===== src/sv/sacf_pkg.sv =====
// shared types and codes for the set-associative cache tag directory
package sacf_pkg;

    // item opcodes
    localparam logic [1:0] OP_READ  = 2'd0;
    localparam logic [1:0] OP_WRITE = 2'd1;
    localparam logic [1:0] OP_FILL  = 2'd2;

    // controller states
    typedef enum logic [2:0] {
        ST_CLEAR,
        ST_IDLE,
        ST_SET,
        ST_READ,
        ST_UPDATE
    } t_state;

    // commands from controller to datapath
    typedef struct packed {
        logic accept;
        logic calc_set;
        logic mem_read;
        logic update;
        logic clear;
    } t_dp_cmd;

    // status from datapath to controller
    typedef struct packed {
        logic clear_last;
    } t_dp_status;

endpackage


===== src/sv/sacf_ctrl.sv =====
// controller state machine for the tag directory
module sacf_ctrl (
    input  logic                i_clk,
    input  logic                i_rst_n,
    input  logic                i_start,
    input  sacf_pkg::t_dp_status i_status,
    output sacf_pkg::t_dp_cmd   o_cmd,
    output logic                o_busy
);

    sacf_pkg::t_state r_state;
    sacf_pkg::t_state n_state;
    logic             busy;

    // state register
    always_ff @(posedge i_clk) begin
        if (!i_rst_n) begin
            r_state <= sacf_pkg::ST_CLEAR;
        end else begin
            r_state <= n_state;
        end
    end

    // next state
    always_comb begin
        n_state = r_state;
        case (r_state)
            sacf_pkg::ST_CLEAR: begin
                if (i_status.clear_last) begin
                    n_state = sacf_pkg::ST_IDLE;
                end
            end
            sacf_pkg::ST_IDLE: begin
                if (i_start) begin
                    n_state = sacf_pkg::ST_SET;
                end
            end
            sacf_pkg::ST_SET:    n_state = sacf_pkg::ST_READ;
            sacf_pkg::ST_READ:   n_state = sacf_pkg::ST_UPDATE;
            sacf_pkg::ST_UPDATE: n_state = sacf_pkg::ST_IDLE;
            default:             n_state = sacf_pkg::ST_CLEAR;
        endcase
    end

    // outputs
    always_comb begin
        busy           = (r_state != sacf_pkg::ST_IDLE) || !i_rst_n;
        o_cmd          = '0;
        o_cmd.accept   = i_start && !busy;
        case (r_state)
            sacf_pkg::ST_CLEAR:  o_cmd.clear    = 1'b1;
            sacf_pkg::ST_SET:    o_cmd.calc_set = 1'b1;
            sacf_pkg::ST_READ:   o_cmd.mem_read = 1'b1;
            sacf_pkg::ST_UPDATE: o_cmd.update   = 1'b1;
            default:             o_cmd.clear    = 1'b0;
        endcase
    end

    assign o_busy = busy;

    // an accepted item always starts the set calculation
    a_accept_to_set: assert property (@(posedge i_clk) disable iff (!i_rst_n)
        o_cmd.accept |=> r_state == sacf_pkg::ST_SET)
        else $error("accepted item did not enter set calculation");

    // the update is a single cycle and returns to idle
    a_update_once: assert property (@(posedge i_clk) disable iff (!i_rst_n)
        r_state == sacf_pkg::ST_UPDATE |=> r_state == sacf_pkg::ST_IDLE)
        else $error("update did not return to idle");

endmodule


===== config.mk =====
export PLATFORM = sky130hd
export DESIGN_NAME = sacf_ctrl
export DESIGN_NICKNAME = d
export VERILOG_FILES = /design/src/sv/sacf_pkg.sv /design/src/sv/sacf_ctrl.sv
export SDC_FILE = /design/constraint.sdc
export NUM_CORES = 1
export LEC_CHECK = 0
export BUFFER_PORTS_ARGS = -buffer_cell sky130_fd_sc_hd__clkbuf_2
export CAP_MARGIN = 30
export CELL_PAD_IN_SITES_DETAIL_PLACEMENT = 0
export CELL_PAD_IN_SITES_GLOBAL_PLACEMENT = 1
export CORE_AREA = 2 2 39 41
export CTS_BUF_LIST = sky130_fd_sc_hd__clkbuf_2 sky130_fd_sc_hd__clkbuf_4 sky130_fd_sc_hd__clkbuf_8
export CTS_CLUSTER_SIZE = 24
export DETAILED_ROUTE_END_ITERATION = 12
export DIE_AREA = 0 0 41 43
export HOLD_SLACK_MARGIN = 0.06
export PLACE_DENSITY = 0.51
export SLEW_MARGIN = 20
export SYNTH_ARGS = -nofsm -noshare
export SYNTH_HDL_FRONTEND = slang
export SYNTH_SLANG_ARGS = --single-unit

===== constraint.sdc =====
create_clock -name i_clk -period 0.9 [get_ports i_clk]
set_input_delay 0.09 -clock i_clk [delete_from_list [all_inputs] [get_ports i_clk]]
set_output_delay 0.09 -clock i_clk [all_outputs]
set_load 0.01 [all_outputs]

==> reports/metrics.cfg <==
[hold_path]
whs_endpoint=r_state[2]
hold_path_class=input pin to flop
hp-start=i_rst_n
holdPathStages=4

[power_and_ir_drop]
power_density_mw_per_mm2=1500
pwr-share-seq_pct=25.6
combPwrFrac_pct=30.3
pwr-share-clk_pct=44.2
leakage_nw=0.178
p_switching_mw=0.153
ir_worst_vdd_v=0.000435
sw_frac_of_total_pct=25.7
intPower_mw=0.444

[synth]
synth_top_area_share_pct=38.4
synth_common_cells=5 x nor2_1, 3 x dfxtp_1
ys_seq_elements=3
ys_seq_area_share_pct=38.4
synth_warnings=0
synthCells=22
ys_types=12
synth_edf_count=0
yosysMostFrequentCell=nor2_1
yosys.area.top_type=dfxtp_1
avgSynthCellArea_um2=7.11
synth_ff_type=dfxtp_1
async_flop_share_pct=0
synth.cell_area_um2=156
netlist_top_cells_area=dfxtp_1 38%, nor2_1 12%, nand2b_1 8.0%
syn_nets=26

[die]
rows=14
io_pins=10
start_util_pct=11.3
core_mm2=0.00138
die_w_um=41
die_h_um=43
die_area_mm2=0.00176

[critical_path]
r2r-start=r_state[0]
cp-end-kind=primary output
worstPathArrival_ps=1170
critPathRequiredTime_ps=810
criticalPathCategory=flop to primary output
reg2reg_depth=5
worst-path-max-fanout=3
slowest_stage=or3_4
start_kind=flop
setup.reg_to_reg.worst_slack_ps=-190
reg2reg_to=r_state[1]
cp_cell_sequence=or3_4 > nor2_4 > buf_6
max_stage_delay_ps=400

[route]
antenna_left=0
dr_total_vias=222
drc=0
wirelength_um=525
via_per_inst=3.70
firstDrtPassIters=4
wl_per_cell_um=8.75
first_iter_violations=4

[global_routing]
grt_pass1_vias=210
grt_antenna_before_repair=0
grt_use_total_pct=7.93
grt_pass1_wl_um=793
grt_max_degree=7
grt-ovfl-total=0

[timing]
fin_crit_sh_pct=140
rsz0062_at_grt=yes
fin_ws_ps=-360
fmax_mhz=794
max_slew_margin_pct=84.0
hold_violations=0
setup_viol=8
min_period_ps=1260
slew_violations=0
worst_pin_slew_ps=238
fin_skew_ps=0.676

[cts]
insertion_delay_ps=230
clock_sinks=3
clock_path_buffers=2
cts_tree=done
htreeDepth=1
cts.clk_slew.worst_paths_ps=40
root_buffer=clkbuf_4
numCtsBuffers=3

[placed_design]
gp_congestion=0.622
place_ws_ps=-157
hpwl_um=397
place_area_um2=295
dp_cells=55
port_buffers=9

[run_status]
status=finished, violations left
violations=setup timing

[cells_and_area]
reg.largest.list=r_state x3
drive_above_1_share_pct=77.3
fillCellCount=159
fin_util_pct=28.7
layout.nets=49
layout.area.seq_um2=63.8
design_area_um2=397
syn2layout_area_growth_pct=154
antenna_cells=0
top_register=r_state
multi_input_area_um2=133
layoutNonFillerInstCount=60
largest_reg_flops=3

[job]
cap_violations=0

## timing repair
| action | CTS | global route |
|---|---|---|
| pin swaps | 3 | 2 |
| setup buffers | 1 | 0 |
| gates resized for setup | 7 | 15 |
| endpoints found under the hold margin | 0 | 0 |
| hold buffers | 0 | 0 |
| setup endpoints to repair | 8 | 9 |
## final cells by class
type                       count  share of cell area [%]
clock buffer                   4                    7.57
timing repair buffer          18                    35.3
tap                           16                    5.05
sequential                     3                    16.1
inverter                       2                    2.52
multi-input combinational     17                    33.4
## worst max-delay path: cells and delay by family (launching register included)
| family | cells | cell delay, ps |
|---|---|---|
| buf+inv | 1 | 100 |
| flops | 1 | 330 |
| simple gates | 2 | 510 |
## metrics by stage
stage / setup TNS (ps) / hold WS [ps] / power [mW]
finish: -1830 / 188 / 0.597
global route: -2180 / 206 / 0.647
CTS: -2110 / 189 / 0.588
detailed placement: -436 / 441 / 0.282
global placement: -487 / 447 / 0.284
floorplan: -206 / 210 / 0.210
## worst max path at each step
stage / end / depth (start not counted) / slack [ps] / startpoint
2_1_floorplan: r_state[0] / 3 / -110 / r_state[2]
6_report: o_cmd[4] / 3 / -360 / r_state[1]
3_5_place_dp: r_state[1] / 3 / -160 / r_state[1]
5_1_grt: o_cmd[4] / 3 / -410 / r_state[1]
3_3_place_gp: r_state[1] / 3 / -170 / r_state[1]
4_1_cts: o_cmd[4] / 3 / -380 / r_state[1]
## cell usage in the layout, fill, tap and decap left out, drive strengths merged
master  instances
nor3b           1
nor2            5
nand2b          2
nor4            1
buf            15
dfxtp           3
inv             2
clkbuf          7
or3             2
a21oi           1
o31a            1
nand2           2
nor3            2
## power groups by stage
stage          sequential (mW)  combinational (mW)  clock, mW
3_3_place_gp             0.153               0.132          0
4_1_cts                  0.150               0.157      0.281
5_1_grt                  0.153               0.197      0.298
3_5_place_dp             0.153               0.130          0
6_report                 0.153               0.181      0.264
2_1_floorplan            0.158              0.0518          0
## per-layer routing
| layer | global-route usage (%) | wire length (µm) | up-vias |
|---|---|---|---|
| li1 | - | - | 118 |
| met1 | 7.40 | 212 | 96 |
| met2 | 10.0 | 256 | 8 |
| met3 | 6.28 | 56 | 0 |
| met4 | 8.00 | 0 | 0 |
| met5 | 0 | 0 | - |
## cells by family after synthesis
| family | Yosys count | share of synthesized area [%] |
|---|---|---|
| DFF | 3 | 38.4 |
| and+or+nand+nor | 15 | 48.0 |
| AOI/OAI and AO/OA | 2 | 8.80 |
| buffers and inverters | 2 | 4.80 |
No activity file was read; power rests on OpenSTA's default activity.
